$ cat src/rtl/hvs_pkg.sv
// ----------------------------------------------------------------------------
// hvs_pkg
// Shared types and constants of the haptic vibration synthesizer.
// ----------------------------------------------------------------------------
`default_nettype none

package hvs_pkg;

  localparam int TABLE_SIZE      = 1024;
  localparam int PHASE_FRAC_BITS = 16;

  localparam int STEP_W  = 26;
  localparam int ALPHA_W = 16;
  localparam int TICK_W  = 11;
  localparam int CFG_IDX_W  = 3;
  localparam int CFG_DATA_W = 26;

  // register indexes
  localparam logic [CFG_IDX_W-1:0] REG_ABS_STEP    = 3'd0;
  localparam logic [CFG_IDX_W-1:0] REG_ROAD_STEP   = 3'd1;
  localparam logic [CFG_IDX_W-1:0] REG_SLIP_STEP_A = 3'd2;
  localparam logic [CFG_IDX_W-1:0] REG_SLIP_STEP_B = 3'd3;
  localparam logic [CFG_IDX_W-1:0] REG_RISE_ALPHA  = 3'd4;
  localparam logic [CFG_IDX_W-1:0] REG_FALL_ALPHA  = 3'd5;
  localparam logic [CFG_IDX_W-1:0] REG_ABS_ON      = 3'd6;
  localparam logic [CFG_IDX_W-1:0] REG_ABS_CYCLE   = 3'd7;

  localparam longint unsigned HALF_PI_Q30 = 64'd1686629713;
  localparam logic [31:0] ROAD_SNAP  = 32'd429497;
  localparam logic [31:0] SLIP_SNAP  = 32'd26844;
  localparam logic signed [31:0] SLIP_LO = 32'sd80530637;
  localparam logic signed [31:0] SLIP_HI = 32'sd402653184;
  localparam logic [15:0] ABS_OFF    = 16'd164;
  localparam logic [31:0] RANDOM_SEED = 32'd67691;

  typedef struct packed {
    logic [STEP_W-1:0]  abs_step;
    logic [STEP_W-1:0]  road_step;
    logic [STEP_W-1:0]  slip_step_a;
    logic [STEP_W-1:0]  slip_step_b;
    logic [ALPHA_W-1:0] rise_alpha;
    logic [ALPHA_W-1:0] fall_alpha;
    logic [TICK_W-1:0]  abs_on_ticks;
    logic [TICK_W-1:0]  abs_cycle_ticks;
  } cfg_t;

  typedef struct packed {
    logic       load;
    logic       diff;
    logic       mul;
    logic       smooth;
    logic       amp;
    logic       taddr;
    logic       tmul;
    logic       tacc;
    logic [1:0] tsel;
    logic       finish;
  } cmd_t;

  typedef struct packed {
    logic out_free;
  } status_t;

  function automatic logic [31:0] xorshift32(input logic [31:0] x);
    logic [31:0] y;
    y = x ^ (x << 13);
    y = y ^ (y >> 17);
    y = y ^ (y << 5);
    return y;
  endfunction

endpackage

`default_nettype wire

$ cat src/rtl/hvs_cfg.sv
// ----------------------------------------------------------------------------
// hvs_cfg
// Configuration register file, written through its own request channel.
// ----------------------------------------------------------------------------
`default_nettype none

module hvs_cfg (
  input  wire logic                               clk_i,
  input  wire logic                               rst_ni,
  input  wire logic                               cfg_valid_i,
  output logic                                    cfg_ready_o,
  input  wire logic [hvs_pkg::CFG_IDX_W-1:0]      cfg_index_i,
  input  wire logic [hvs_pkg::CFG_DATA_W-1:0]     cfg_data_i,
  output hvs_pkg::cfg_t                           cfg_o
);

  hvs_pkg::cfg_t cfg_q;

  assign cfg_ready_o = 1'b1;
  assign cfg_o       = cfg_q;

  always_ff @(posedge clk_i or negedge rst_ni) begin
    if (!rst_ni) begin
      cfg_q.abs_step        <= 26'd251658;
      cfg_q.road_step       <= 26'd419430;
      cfg_q.slip_step_a     <= 26'd209715;
      cfg_q.slip_step_b     <= 26'd209715;
      cfg_q.rise_alpha      <= 16'd741;
      cfg_q.fall_alpha      <= 16'd249;
      cfg_q.abs_on_ticks    <= 11'd800;
      cfg_q.abs_cycle_ticks <= 11'd1333;
    end else if (cfg_valid_i) begin
      unique case (cfg_index_i)
        hvs_pkg::REG_ABS_STEP:    cfg_q.abs_step        <= cfg_data_i;
        hvs_pkg::REG_ROAD_STEP:   cfg_q.road_step       <= cfg_data_i;
        hvs_pkg::REG_SLIP_STEP_A: cfg_q.slip_step_a     <= cfg_data_i;
        hvs_pkg::REG_SLIP_STEP_B: cfg_q.slip_step_b     <= cfg_data_i;
        hvs_pkg::REG_RISE_ALPHA:  cfg_q.rise_alpha      <= cfg_data_i[15:0];
        hvs_pkg::REG_FALL_ALPHA:  cfg_q.fall_alpha      <= cfg_data_i[15:0];
        hvs_pkg::REG_ABS_ON:      cfg_q.abs_on_ticks    <= cfg_data_i[10:0];
        hvs_pkg::REG_ABS_CYCLE:   cfg_q.abs_cycle_ticks <= cfg_data_i[10:0];
        default: ;
      endcase
    end
  end

endmodule

`default_nettype wire

$ cat config.mk
export PLATFORM = sky130hd
export DESIGN_NAME = hvs_cfg
export DESIGN_NICKNAME = d
export VERILOG_FILES = /design/src/rtl/hvs_pkg.sv /design/src/rtl/hvs_cfg.sv
export SDC_FILE = /design/constraint.sdc
export NUM_CORES = 1
export LEC_CHECK = 0
export ABC_AREA = 1
export BUFFER_PORTS_ARGS = -buffer_cell sky130_fd_sc_hd__buf_2
export CORE_MARGIN = 2
export CORE_UTILIZATION = 55
export CTS_CLUSTER_SIZE = 24
export DETAILED_ROUTE_END_ITERATION = 10
export PLACE_DENSITY = 0.85
export SETUP_SLACK_MARGIN = 0.5
export SLEW_MARGIN = 20
export SYNTH_ARGS = -nofsm -noshare
export SYNTH_HDL_FRONTEND = slang
export SYNTH_SLANG_ARGS = --single-unit
$ cat constraint.sdc
create_clock -name clk_i -period 1.45 [get_ports clk_i]
set_clock_uncertainty 0.05 [all_clocks]
set_input_delay 0.29 -clock clk_i [delete_from_list [all_inputs] [get_ports clk_i]]
set_output_delay 0.29 -clock clk_i [all_outputs]
set_load 0.03 [all_outputs]
==> impl_summary.md <==
Worst setup path
Along the worst path, the maximum fanout reaches 2. The worst setup path is launched from a flip-flop. The startpoint of the most critical register-to-register path is cfg_o[27]. Setup slack on the worst reg-to-reg path comes out at 0.44 ns. The critical path's slowest cell is dfstp_2. Data on the critical path arrives at its endpoint at 1.16 ns. The worst reg2reg path depth is 3.

The critical path buffer and inverter count is 1. STA classifies the critical path endpoint as an output pin. The worst setup path startpoint is cfg_o[27].

Walking the worst path, the cells encountered are buf_6. The required time of the worst setup path is 1.11 ns. The setup path with the least slack is of type reg2out. The endpoint identified for the worst register-to-register timing path is cfg_o[27].

The largest single stage delay on the critical path is 0.59 ns. The cell class contributing the biggest share of worst-path delay is flip-flops.

Floorplan
For this configuration, the core starts out at a cell density of 0.559. In this run the core area contains 39 standard-cell rows. The floorplan step defined a core boundary enclosing 11300 um2. The vertical die dimension is 111 um. The die boundary width is 111 um. The floorplan die area is 12300 um2. The count of boundary I/O pins is 191.

Global route
The number of antenna violations at the first check in global routing is 0. The first global-routing pass estimated 34400 um of wire. The total grt overflow is 0. Entering global routing, the biggest net connects 40 pins. The total routing usage reported by global routing is 0.363. The number of global-route vias before repair is 6250.

Detailed routing
After detailed routing, the number of remaining DRC violations is 0. The post-detailed-route wirelength per cell is 21.8 um. The number of vias per cell after detailed routing is 5.79. The pre-antenna-repair detailed-routing pass consisted of 5 iterations. The wire length reported by the detailed router is 24700 um. The initial detailed-routing violation count is 786.

The antenna violation net count after detailed routing is 0. Detailed routing inserted a total of 6547 vias.

CTS
The longest clock path from root to sink contains 2 buffers. The clock edge transition at the registers on the reported setup and hold paths is 0.07 ns. In this run, CTS created clock tree buffers numbering 17. In this run the number of H-tree levels came out at 4. The later pin in the worst-skew pair is clocked with a latency of 0.42 ns. The master cell of the clock root buffer is clkbuf_16.

The CTS tree is yes. The total number of clock tree sinks is 158.

Cells and area
The sequential cells in the finished layout cover a total of 4030 um2. The number of fill cells is 465. In the layout the commonest cells are nand2_1, buf_6, dfrtp_1. The post-synthesis to final-layout area growth is 58.1%. At the end of the flow the core is filled with cells to 0.884.

Leaving out fill and tap cells, the most frequent cell in the layout is nand2_1. In the final layout, the multi-input gates occupy 2170 um2. The layout cell share with drive strength beyond 1 is 0.418. The number of nets in the layout is 1007. The repair_antennas step left the layout with diodes totalling 0.

The flip-flop count of the largest register after layout is 158.

Synthesis
The synthesized area per cell is 8.91 um2. For this run, the number of Yosys warnings is 0. The post-synthesis instance total is 707. Counting every net in the synthesized netlist gives 739. The synthesized flop and latch total is 158. The sequential cell area fraction in the yosys report is 0.640.

Summing every instance area after synthesis gives 6300 um2. Counting distinct cell types in the post-synthesis netlist gives 15.

Power
The clock share of power is 0.270. For this design the total switching power over the nets is 0.00584 W. Dividing total power by cell area gives a power density of 1660 nW/um2. Of the total power, combinational logic draws 0.352. Of the total power, registers draw 0.378. The leakage power summed over all cells is 5.25 nW. Cell internal power was estimated by the tool at 0.0107 W. Across the VDD grid, the largest voltage drop is 0.00131 V.

Of the total power, the share spent switching nets is 0.353.

STA
Derived from the worst setup path, the maximum achievable clock frequency is 665 MHz. Setup total negative slack on the finished layout was measured at -0.115 ns. The part of the cycle the worst path needs is 1.04. The clock period minus final worst setup slack is 1.50 ns. The number of slew-limit violations in the final report came to 0. Setup violations remaining at the end of the flow were counted as 8. The final-layout worst hold slack is -0.296 ns. Setup repair after global routing could not meet its margin everywhere. After layout, the worst setup slack is -0.0538 ns.

The number of hold violations in the final report is 22.

Status
The flow ran to the end, but the final reports show violations. The final reports fail on negative hold slack, negative setup slack.

Min path
The tightest min-delay check is of the in2async type.

Placed design
The count of buffers added on input and output ports is 189. The post-detailed-placement half-perimeter wirelength is 11900 um. The routability-driven placement congestion ratio is 0.844.

Flow run
The number of max-capacitance violations reported is 0.
==> layout make-up <==
class	instances	share of cell area
clock buffer	26	0.0491
clock inverter	6	0.00854
inverter	6	0.00653
multi-input combinational	496	0.218
sequential	158	0.405
tap	143	0.0180
timing repair buffer	296	0.295
==> power groups by stage <==
stage | logic (W) | clock network, W | registers [W]
2_1_floorplan | 0.000862 | 0 | 0.00768
3_3_place_gp | 0.00379 | 0 | 0.00599
3_5_place_dp | 0.00389 | 0 | 0.00600
4_1_cts | 0.00524 | 0.00437 | 0.00614
5_1_grt | 0.00605 | 0.00468 | 0.00629
6_report | 0.00582 | 0.00447 | 0.00624
==> cells in the mapped netlist (all sizes together) <==
cell type | n | area, um2
inv | 6 | 22.5
conb | 1 | 3.75
nand2 | 393 | 1480
nor2 | 8 | 57.6
dfstp | 61 | 1600
nand3 | 94 | 470
dfrtp | 97 | 2430
clkbuf | 16 | 66.3
buf | 31 | 165
==> logic make-up (layout without fill, tap and decap cells) <==
| kind of cell | Yosys count | count (layout) | share of synthesized area |
|---|---|---|---|
| DFF | 158 | 158 | 0.640 |
| buffers and inverters | 53 | 334 | 0.0403 |
| and+or+nand+nor | 495 | 495 | 0.319 |
| other | 1 | 1 | 0.000595 |
==> worst max path at each step <==
stage,end,slack (ns),depth (start not counted)
final,cfg_o[27],-0.05,1
after global routing,cfg_o[27],-0.07,1
after CTS,cfg_o[38],-0.02,1
after detailed placement,cfg_o[30],-0.004,7
after global placement,cfg_o[37],0.05,7
after floorplan,cfg_o[132],0.33,6
==> per-stage QoR <==
step           instances  hold slack, ns  cell area [um2]  total power [W]  setup WS [ns]
6_report            1131          -0.296             9960           0.0165        -0.0538
5_1_grt             1131          -0.291             9960           0.0170        -0.0676
4_1_cts             1091          -0.297             9500           0.0157        -0.0163
3_5_place_dp        1014           0.142             7580          0.00988       -0.00442
3_3_place_gp        1014           0.142             7580          0.00978         0.0521
2_1_floorplan        707         -0.0556             6550          0.00854          0.331
==> what timing repair did <==
item                                   CTS  global route
setup buffers                           45            39
setup endpoints to repair              175           288
endpoints found under the hold margin   27            14
resized for setup                      319            32
pin swaps                                0            11
gates cloned                             0             1
==> per-layer routing <==
layer	GRT usage	wire, um	vias up
met4	0.197	1660	0
met2	0.597	12100	530
met1	0.451	8430	3144
met3	0.0782	2430	135
li1	-	-	2738
met5	0	0	-
No activity file was read; power rests on OpenSTA's default activity.
