## src/rtl/hvs_pkg.sv

```systemverilog
// ----------------------------------------------------------------------------
// hvs_pkg
// Shared types and constants of the haptic vibration synthesizer.
// ----------------------------------------------------------------------------
`default_nettype none

package hvs_pkg;

  localparam int TABLE_SIZE      = 1024;
  localparam int PHASE_FRAC_BITS = 16;

  localparam int STEP_W  = 26;
  localparam int ALPHA_W = 16;
  localparam int TICK_W  = 11;
  localparam int CFG_IDX_W  = 3;
  localparam int CFG_DATA_W = 26;

  // register indexes
  localparam logic [CFG_IDX_W-1:0] REG_ABS_STEP    = 3'd0;
  localparam logic [CFG_IDX_W-1:0] REG_ROAD_STEP   = 3'd1;
  localparam logic [CFG_IDX_W-1:0] REG_SLIP_STEP_A = 3'd2;
  localparam logic [CFG_IDX_W-1:0] REG_SLIP_STEP_B = 3'd3;
  localparam logic [CFG_IDX_W-1:0] REG_RISE_ALPHA  = 3'd4;
  localparam logic [CFG_IDX_W-1:0] REG_FALL_ALPHA  = 3'd5;
  localparam logic [CFG_IDX_W-1:0] REG_ABS_ON      = 3'd6;
  localparam logic [CFG_IDX_W-1:0] REG_ABS_CYCLE   = 3'd7;

  localparam longint unsigned HALF_PI_Q30 = 64'd1686629713;
  localparam logic [31:0] ROAD_SNAP  = 32'd429497;
  localparam logic [31:0] SLIP_SNAP  = 32'd26844;
  localparam logic signed [31:0] SLIP_LO = 32'sd80530637;
  localparam logic signed [31:0] SLIP_HI = 32'sd402653184;
  localparam logic [15:0] ABS_OFF    = 16'd164;
  localparam logic [31:0] RANDOM_SEED = 32'd67691;

  typedef struct packed {
    logic [STEP_W-1:0]  abs_step;
    logic [STEP_W-1:0]  road_step;
    logic [STEP_W-1:0]  slip_step_a;
    logic [STEP_W-1:0]  slip_step_b;
    logic [ALPHA_W-1:0] rise_alpha;
    logic [ALPHA_W-1:0] fall_alpha;
    logic [TICK_W-1:0]  abs_on_ticks;
    logic [TICK_W-1:0]  abs_cycle_ticks;
  } cfg_t;

  typedef struct packed {
    logic       load;
    logic       diff;
    logic       mul;
    logic       smooth;
    logic       amp;
    logic       taddr;
    logic       tmul;
    logic       tacc;
    logic [1:0] tsel;
    logic       finish;
  } cmd_t;

  typedef struct packed {
    logic out_free;
  } status_t;

  function automatic logic [31:0] xorshift32(input logic [31:0] x);
    logic [31:0] y;
    y = x ^ (x << 13);
    y = y ^ (y >> 17);
    y = y ^ (y << 5);
    return y;
  endfunction

endpackage

`default_nettype wire

```

## src/rtl/hvs_ctrl.sv

```systemverilog
// ----------------------------------------------------------------------------
// hvs_ctrl
// Sequencer: walks one sample through smoothing, amplitudes, three tone
// multiply-accumulates and the final state update.
// ----------------------------------------------------------------------------
`default_nettype none

module hvs_ctrl (
  input  wire logic            clk_i,
  input  wire logic            rst_ni,
  input  wire logic            in_valid_i,
  output logic                 in_ready_o,
  input  hvs_pkg::status_t     status_i,
  output hvs_pkg::cmd_t        cmd_o
);

  localparam logic [3:0] ST_IDLE   = 4'd0;
  localparam logic [3:0] ST_DIFF   = 4'd1;
  localparam logic [3:0] ST_MUL    = 4'd2;
  localparam logic [3:0] ST_SMOOTH = 4'd3;
  localparam logic [3:0] ST_AMP    = 4'd4;
  localparam logic [3:0] ST_TADDR  = 4'd5;
  localparam logic [3:0] ST_TMUL   = 4'd6;
  localparam logic [3:0] ST_TACC   = 4'd7;
  localparam logic [3:0] ST_FIN    = 4'd8;

  logic [3:0] state_q, state_d;
  logic [1:0] tsel_q, tsel_d;

  assign in_ready_o = (state_q == ST_IDLE);

  always_comb begin
    state_d = state_q;
    tsel_d  = tsel_q;
    cmd_o   = '0;
    cmd_o.tsel = tsel_q;
    unique case (state_q)
      ST_IDLE: begin
        if (in_valid_i) begin
          cmd_o.load = 1'b1;
          state_d    = ST_DIFF;
        end
      end
      ST_DIFF: begin
        cmd_o.diff = 1'b1;
        state_d    = ST_MUL;
      end
      ST_MUL: begin
        cmd_o.mul = 1'b1;
        state_d   = ST_SMOOTH;
      end
      ST_SMOOTH: begin
        cmd_o.smooth = 1'b1;
        state_d      = ST_AMP;
      end
      ST_AMP: begin
        cmd_o.amp = 1'b1;
        tsel_d    = 2'd0;
        state_d   = ST_TADDR;
      end
      ST_TADDR: begin
        cmd_o.taddr = 1'b1;
        state_d     = ST_TMUL;
      end
      ST_TMUL: begin
        cmd_o.tmul = 1'b1;
        state_d    = ST_TACC;
      end
      ST_TACC: begin
        cmd_o.tacc = 1'b1;
        if (tsel_q == 2'd2) begin
          state_d = ST_FIN;
        end else begin
          tsel_d  = tsel_q + 2'd1;
          state_d = ST_TADDR;
        end
      end
      ST_FIN: begin
        // hold here while the previous sample is still unread
        if (status_i.out_free) begin
          cmd_o.finish = 1'b1;
          state_d      = ST_IDLE;
        end
      end
      default: state_d = ST_IDLE;
    endcase
  end

  always_ff @(posedge clk_i or negedge rst_ni) begin
    if (!rst_ni) begin
      state_q <= ST_IDLE;
      tsel_q  <= 2'd0;
    end else begin
      state_q <= state_d;
      tsel_q  <= tsel_d;
    end
  end

endmodule

`default_nettype wire

```

## config.mk

```make
export PLATFORM = sky130hd
export DESIGN_NAME = hvs_ctrl
export DESIGN_NICKNAME = d
export VERILOG_FILES = /design/src/rtl/hvs_pkg.sv /design/src/rtl/hvs_ctrl.sv
export SDC_FILE = /design/constraint.sdc
export NUM_CORES = 1
export LEC_CHECK = 0
export CAP_MARGIN = 20
export CORE_AREA = 4 4 41 43
export DETAILED_ROUTE_END_ITERATION = 8
export DIE_AREA = 0 0 45 47
export DONT_BUFFER_PORTS = 1
export GPL_TIMING_DRIVEN = 0
export SLEW_MARGIN = 5
export SYNTH_ARGS = -nofsm -noshare
export SYNTH_HDL_FRONTEND = slang
export SYNTH_SLANG_ARGS = --single-unit
```

## constraint.sdc

```tcl
create_clock -name clk_i -period 3.9 [get_ports clk_i]
set_input_delay 0.585 -clock clk_i [delete_from_list [all_inputs] [get_ports clk_i]]
set_output_delay 0.585 -clock clk_i [all_outputs]
set_load 0.02 [all_outputs]
```

==> results.cfg, run 1 <==
[status]
outcome = finished, final reports clean

[route]
drc_errors = 0
ant_nets = 0
drt_wl_total_um = 912
wl_met2_um = 400
wl_per_cell_um = 14.0
wl_met3_um = 79
drtIter0Drc = 5
routed.top_layer = met4
met1_length_um = 411
dr.pass1.iters = 4
vias = 343
viasPerCell = 5.28

[worst_setup_path]
crit_slowest_cell = nor4_1
worstPathMaxFanout = 10
cp-start-kind = flop
worstSetupPathType = flop to primary output
crit_buf_inv = 1
cp_top_family = simple AND/OR/NAND/NOR gates
critPathRequiredTime_ns = 3.31
cp.arrival_ns = 2.01
end_kind = primary output
crit_chain = buf_2 -> nor4_1 -> and2_1
slowest_delay_ns = 0.83

[sta]
grt_setup_unrepaired = false
finClkSkew_ns = 0.00745
setup_violations = 0
finalHoldViolCount = 0
relSlewSlack_pct = 36.7
setup_tns_ns = 0
period_share_pct = 66.6
fmax_mhz = 385
slew_violations = 0
period_needed_ns = 2.60
worstMarginPinSlew_ns = 0.942

[die]
die_y_um = 47
die_x_um = 45
ios = 16
start_util_pct = 31.7
rows = 13
die_area_um2 = 2120
core_area_um2 = 1300

[synth]
synth_area_um2 = 413
synth-compound-area-share_pct = 16.7
ys_ff_latch = 6
synth_ff_type = dfrtp_1
ys_types = 27
synth_mux_area_share_pct = 2.42
seq_area_frac_synth_pct = 36.4
syn_avg_cell_area_um2 = 8.79
synth_top_family_by_area = simple AND/OR/NAND/NOR gates
yosysWarnings = 0
async_flop_share_pct = 100
syn_nets = 52
synthCells = 47
yosys.area_share.simple_pct = 30.9
synth_edf_count = 0
synth_fa_ha_area_share_pct = 3.03
synth-xor-area-share_pct = 0

[power]
power_leakage_nw = 0.212
switching_power_uw = 220
power.clock.fraction_pct = 13.7
ir_worst_vdd_mv = 0.340
p_int_uw = 218
switching_share_pct = 50.2
seqPwrFrac_pct = 26.7
combPwrFrac_pct = 59.5
power_density_nw_per_um2 = 965
total_power_uw = 438

[clocking]
cts-root-buf = clkbuf_4
htreeDepth = 1
ctsResizeCount = 0
cts_inserted_buffers = 3
cts_tree = built
clkTransAtPathRegs_ns = 0.05
cts.sinks = 6
clockBufferDepth = 2
ctsHoldBuffers = 0
cts_setup_buffers = 0
insertion_delay_ns = 0.25

[placed_design]
dp_hpwl_um = 659
portBuffers = 0
place_congestion = 0.694
placed_cells = 62

[layout]
layout-drive-gt1-share_pct = 22.0
finalNetCount = 57
instances_no_fill = 65
fill_cells = 143
seqCellArea_um2 = 150
syn_to_final_growth_pct = 10.0
multi_input_area_um2 = 219
antenna_cells = 0

[worst_hold_path]
hp-class = input port to asynchronous set/reset pin

[grt]
antenna_found_initial = 0
overflow = 0
grt_max_degree = 11
grt_util_all_layers_pct = 11.1
grt_pass1_wl_mm = 1.59
grt_pass1_vias = 356

[job]
maxCapViolations = 0
-- worst register-to-register path, stage by stage, from the launching register on --
cell,delay [ns]
dfrtp_1,0.48
inv_1,0.11
ha_1,0.25
nand2b_1,0.16
a21o_1,0.20
a22o_1,0.22
-- logic make-up (layout without fill, tap and decap cells) --
group	after synthesis	after routing
AND/OR/NAND/NOR	21	21
flip-flops	6	6
AO/OA/AOI/OAI	10	10
adder cells (fa/ha/maj)	1	1
multiplexers	1	1
buffers and inverters	8	11
-- final cells by class --
cell class              instances  share of cell area (%)
flip-flops and latches          6                    33.1
clock buffers                   3                    4.96
inverters                       4                    3.31
plain buffers                   4                    6.34
multi-input cells              33                    48.2
well taps                      15                    4.13
-- Yosys cell counts (2+ instances only) --
library cell,instances,area share (%)
a21oi_1,3,3.6
a22o_1,2,4.2
buf_2,2,2.4
dfrtp_1,6,36
inv_1,3,2.7
nand2_1,3,2.7
nand2b_1,2,3.0
nor2_1,4,3.6
nor3_1,4,4.8
-- placed cells by master, fill, tap and decap left out --
cell type / instances
a22o_1: 2
nand3_1: 1
and2_1: 1
or2_0: 1
buf_4: 1
o22ai_1: 1
or4b_4: 1
nor3_1: 4
dfrtp_1: 6
buf_2: 2
ha_1: 1
a21oi_1: 3
o21ai_0: 1
mux2i_1: 1
inv_2: 1
inv_1: 3
clkbuf_4: 3
nand2_1: 3
o22ai_2: 1
a21o_1: 1
nor4_1: 1
nor2_1: 4
nor2b_1: 1
o21ai_1: 1
buf_6: 1
nand4bb_1: 1
nand2b_1: 2
nand2b_4: 1
-- registers in the layout (all words and copies together), names as in the netlist --
name and flops:
tsel_q 2, state_q 4
-- final timing paths --
kind                       depth (start not counted)                    from  slack [ns]                endpoint
max in group asynchronous                          0                  rst_ni        3.80  state_q[1]$_DFFE_PN0P_
min reg2reg                                        2  state_q[3]$_DFFE_PN0P_        0.61  state_q[0]$_DFFE_PN0P_
max reg2reg                                        5   tsel_q[0]$_DFFE_PN0P_        2.37   tsel_q[0]$_DFFE_PN0P_
min                                                0                  rst_ni        0.02   tsel_q[0]$_DFFE_PN0P_
min in group clk_i                                 1                status_i        0.43  state_q[3]$_DFFE_PN0P_
max                                                3  state_q[1]$_DFFE_PN0P_        1.30               cmd_o[10]
-- layer usage --
layer	up-vias	track usage [%]
met5	-	0
met3	2	3.83
met2	18	17.2
met4	0	10.5
met1	151	11.8
li1	172	-
-- metrics by stage --
step                      area, µm²  hold slack, ns  utilization (%)  worst slack (ns)
after floorplan                 413           0.289                -              1.67
after global placement          432           0.290             33.2              1.58
after global routing            454          0.0135             34.9              1.20
after detailed placement        432           0.290             33.2              1.56
after CTS                       454          0.0218             34.9              1.29
final                           454          0.0211             34.9              1.30
-- power by group through the flow --
stage / Sequential [mW] / Combinational [mW] / Clock [mW]
2_1_floorplan: 0.113 / 0.226 / 0
3_3_place_gp: 0.116 / 0.256 / 0
3_5_place_dp: 0.118 / 0.258 / 0
4_1_cts: 0.117 / 0.259 / 0.0609
5_1_grt: 0.122 / 0.290 / 0.0649
6_report: 0.117 / 0.261 / 0.0603
Power figures use the tool's default switching activity.
==> run 2, diff against run 1 <==
Clock period 3.9 ns to 2.64 ns, I/O delays scaled along.
==> results.cfg, run 2 (synthesis results as in run 1) <==
[layout]
seqCellArea_um2 = 150
fill_cells = 142
top_regs = state_q: 4 flops, tsel_q: 2 flops
layout-drive-gt1-share_pct = 21.6
finalNetCount = 58
regMostFlops = state_q
final_cell_mix = dfrtp_1 (6), nor2_1 (4), nor3_1 (4)
largest_register_ffs = 4
syn_to_final_growth_pct = 12.4
antenna_cells = 0
multi_input_area_um2 = 219
final_common_cell = dfrtp_1

[clocking]
insertion_delay_ns = 0.25
cts.sinks = 6
htreeDepth = 1
clockBufferDepth = 2
clkTransAtPathRegs_ns = 0.05
cts_inserted_buffers = 3
cts-root-buf = clkbuf_4
cts_tree = built

[sta]
fmax_mhz = 415
setup_tns_ns = 0
finalHoldViolCount = 0
finClkSkew_ns = 0.00745
slew_violations = 0
relSlewSlack_pct = 36.7
worstMarginPinSlew_ns = 0.942
hold_ws_ns = 0.244
setup_violations = 0
period_needed_ns = 2.41
grt_setup_unrepaired = false
period_share_pct = 91.2

[status]
outcome = finished, final reports clean

[die]
start_util_pct = 31.7
core_area_um2 = 1300
ios = 16
die_x_um = 45
rows = 13
die_area_um2 = 2120
die_y_um = 47

[worst_setup_path]
cp-start-kind = flop
critPathRequiredTime_ns = 2.24
r2r_end = tsel_q[0]$_DFFE_PN0P_
cp.arrival_ns = 2.01
worstPathMaxFanout = 10
r2r_slack_ns = 1.11
end_kind = primary output
reg2reg_from = tsel_q[0]$_DFFE_PN0P_
worstSetupPathType = flop to primary output
ff2ff_path_depth = 5

[power]
ir_worst_vdd_mv = 0.502
power_leakage_nw = 0.216
power_density_nw_per_um2 = 1400

[worst_hold_path]
hp-class = input port to flop
hold_depth = 1
hold_end = state_q[3]$_DFFE_PN0P_
holdCritStartpoint = status_i

[route]
ant_nets = 0
vias = 347
drc_errors = 0
viasPerCell = 5.26
wl_per_cell_um = 13.8
drt_wl_total_um = 913
drtIter0Drc = 5
dr.pass1.iters = 4

[placed_design]
portBuffers = 0
dp_hpwl_um = 659
place_congestion = 0.694

[grt]
grt_pass1_wl_mm = 1.60
grt_max_degree = 11
antenna_found_initial = 0
grt_util_all_layers_pct = 11.2
overflow = 0
grt_pass1_vias = 358

[job]
maxCapViolations = 0
-- run 2: per-layer routing --
layer	vias up	part of all wire [%]	GRT usage, %
met5	-	0	0
met4	0	2.3	10.5
met3	2	8.7	3.83
met1	153	45	12.0
li1	174	-	-
met2	18	44	17.2
-- run 2: what timing repair did --
action / CTS / global route
resized for setup: 0 / 0
setup buffers: 0 / 0
hold buffers: 1 / 0
hold endpoints to repair: 6 / 0
-- run 2: where the power goes --
part           switching (mW)  internal [mW]
clock network          0.0373         0.0517
logic                   0.248          0.141
registers              0.0419          0.131
total                   0.327          0.323
-- run 2: worst max-delay path: stages, from the launching register on --
cell and delay [ns]:
dfrtp_1 0.39, buf_2 0.19, nor4_1 0.83, and2_1 0.35
-- run 2: layout make-up --
type	count	area share, %
sequential	6	32.3
inverter	4	3.23
clock buffer	3	4.85
tap	15	4.04
timing repair buffer	1	2.16
buffer	4	6.20
multi-input combinational	33	47.2
-- run 2: worst max path at each step --
stage / from / end / slack [ns] / depth (start not counted)
2_1_floorplan: state_q[1]$_DFFE_PN0P_ / cmd_o[10] / 0.60 / 3
3_3_place_gp: state_q[1]$_DFFE_PN0P_ / cmd_o[10] / 0.50 / 3
3_5_place_dp: state_q[1]$_DFFE_PN0P_ / cmd_o[10] / 0.49 / 3
4_1_cts: state_q[1]$_DFFE_PN0P_ / cmd_o[10] / 0.22 / 3
5_1_grt: state_q[1]$_DFFE_PN0P_ / cmd_o[10] / 0.13 / 3
6_report: state_q[1]$_DFFE_PN0P_ / cmd_o[10] / 0.23 / 3
-- run 2: stage by stage --
stage	std cells	utilization (%)	power, mW	setup slack [ns]	area [µm²]
after floorplan	47	-	0.500	0.596	413
after global placement	62	33.2	0.550	0.504	432
after detailed placement	62	33.2	0.556	0.492	432
after CTS	66	35.7	0.649	0.223	464
after global routing	66	35.7	0.707	0.127	464
final	66	35.7	0.650	0.232	464
==> run 3, diff against run 2 <==
Settings changed: CELL_PAD_IN_SITES_DETAIL_PLACEMENT from default to 2, CELL_PAD_IN_SITES_GLOBAL_PLACEMENT from default to 2, CORE_AREA 4 4 41 43 to default, CORE_MARGIN from default to 4, CORE_UTILIZATION from default to 31, DIE_AREA 0 0 45 47 to default, PLACE_DENSITY_LB_ADDON from default to 0.1.
==> results.cfg, run 3 (synthesis results as in run 1) <==
[route]
wl_per_cell_um = 17.0
drtIter0Drc = 5
dr.pass1.iters = 3
vias = 365
viasPerCell = 5.62
ant_nets = 0
drt_wl_total_mm = 1.10
drc_errors = 0

[worst_setup_path]
end_kind = primary output
worstSetupPathType = flop to primary output
cp.arrival_ns = 2.00
critPathRequiredTime_ns = 2.24
r2r_slack_ns = 1.09
worstPathMaxFanout = 10
crit_slowest_cell = nor4_1
crit_chain = buf_2 -> nor4_1 -> and2_1
cp-start-kind = flop
slowest_delay_ns = 0.84
ff2ff_path_depth = 5

[job]
maxCapViolations = 0

[die]
rows = 12
core_area_um2 = 1190
die_x_um = 44.5
start_util_pct = 34.8
die_area_um2 = 1980
ios = 16
die_y_um = 44.5

[layout]
fin_util_pct = 39.0
regMostFlops = state_q
instances_no_fill = 65
finalInstanceArea_um2 = 463
antenna_cells = 0
top_regs = state_q: 4 flops, tsel_q: 2 flops
fill_cells = 148
finalNetCount = 58
syn_to_final_growth_pct = 12.1
final_common_cell = dfrtp_1
final_cell_mix = dfrtp_1 (6), nor2_1 (4), nor3_1 (4)
layout-drive-gt1-share_pct = 21.6
largest_register_ffs = 4

[grt]
grt_pass1_vias = 391
overflow = 0
grt_pass1_wl_mm = 1.80
antenna_found_initial = 0
grt_max_degree = 11
grt_util_all_layers_pct = 12.5

[power]
switching_power_uw = 338
combPwrFrac_pct = 60.9
ir_worst_vdd_mv = 0.505
power.clock.fraction_pct = 13.0
p_int_uw = 324
total_power_uw = 662
power_density_nw_per_um2 = 1430
switching_share_pct = 51.1
seqPwrFrac_pct = 26.1
power_leakage_nw = 0.216

[worst_hold_path]
hp-class = input port to flop
hold_depth = 1

[placed_design]
portBuffers = 0
place_congestion = 0.683
dp_hpwl_um = 842
place_area_um2 = 430
placed_cells = 61

[sta]
period_needed_ns = 2.40
fmax_mhz = 417
setup_violations = 0
grt_setup_unrepaired = false
relSlewSlack_pct = 36.0
finClkSkew_ns = 0.00310
slew_violations = 0
setup_tns_ns = 0
period_share_pct = 90.7
worstMarginPinSlew_ns = 0.951
finalHoldViolCount = 0

[clocking]
cts_inserted_buffers = 3
clkTransAtPathRegs_ns = 0.05
clockBufferDepth = 2
cts-root-buf = clkbuf_4
cts_tree = built
cts.sinks = 6
insertion_delay_ns = 0.24
htreeDepth = 1

[status]
outcome = finished, final reports clean
==> run 3: cell counts in the layout (fill, tap and decap cells not counted) <==
Identical to the previous run, type by type.
==> run 3: worst paths after layout <==
path	startpoint	endpoint
worst max register to register	tsel_q[0]$_DFFE_PN0P_	tsel_q[0]$_DFFE_PN0P_
min in group asynchronous	rst_ni	tsel_q[0]$_DFFE_PN0P_
worst max-delay path	state_q[1]$_DFFE_PN0P_	cmd_o[10]
worst min-delay path	status_i	state_q[3]$_DFFE_PN0P_
worst min register to register	state_q[1]$_DFFE_PN0P_	state_q[3]$_DFFE_PN0P_
max in group asynchronous	rst_ni	state_q[1]$_DFFE_PN0P_
==> run 3: per-stage QoR <==
stage / hold WS, ns / worst slack [ns]
2_1_floorplan: 0.100 / 0.596
3_3_place_gp: 0.101 / 0.489
3_5_place_dp: 0.101 / 0.479
4_1_cts: 0.250 / 0.215
5_1_grt: 0.242 / 0.112
6_report: 0.257 / 0.244
==> run 3: what timing repair did <==
item                      in CTS  in global routing
setup buffers                  0                  0
hold buffers                   1                  0
resized for setup              0                  0
hold endpoints to repair       6                  0
==> run 3: layer usage <==
| layer | track usage [%] | share of wire (%) | vias up |
|---|---|---|---|
| met5 | 0 | 0 | - |
| met4 | 3.61 | 0 | 0 |
| met3 | 4.07 | 7.9 | 0 |
| met2 | 19.5 | 48 | 14 |
| met1 | 16.2 | 44 | 178 |
| li1 | - | - | 173 |
==> run 3: critical path, delay by kind of cell (launching register included) <==
kind / cells / cell delay (ns)
buffers and inverters: 1 / 0.18
and+or+nand+nor: 2 / 1.20
DFF: 1 / 0.38
==> run 3: final cells by class <==
type                       count  area, µm²  share of cell area, %
multi-input combinational     33        219                   47.3
sequential                     6        150                   32.4
buffer                         4       28.8                   6.22
clock buffer                   3       22.5                   4.86
tap                           14       17.5                   3.78
inverter                       4       15.0                   3.24
timing repair buffer           1       10.0                   2.16
==> run 3: power groups by stage <==
| stage | sequential [mW] | combinational, mW | clock (mW) |
|---|---|---|---|
| after floorplan | 0.167 | 0.333 | 0 |
| after global placement | 0.171 | 0.373 | 0 |
| after detailed placement | 0.176 | 0.401 | 0 |
| after CTS | 0.174 | 0.407 | 0.0899 |
| after global routing | 0.178 | 0.444 | 0.0969 |
| final | 0.173 | 0.403 | 0.0862 |
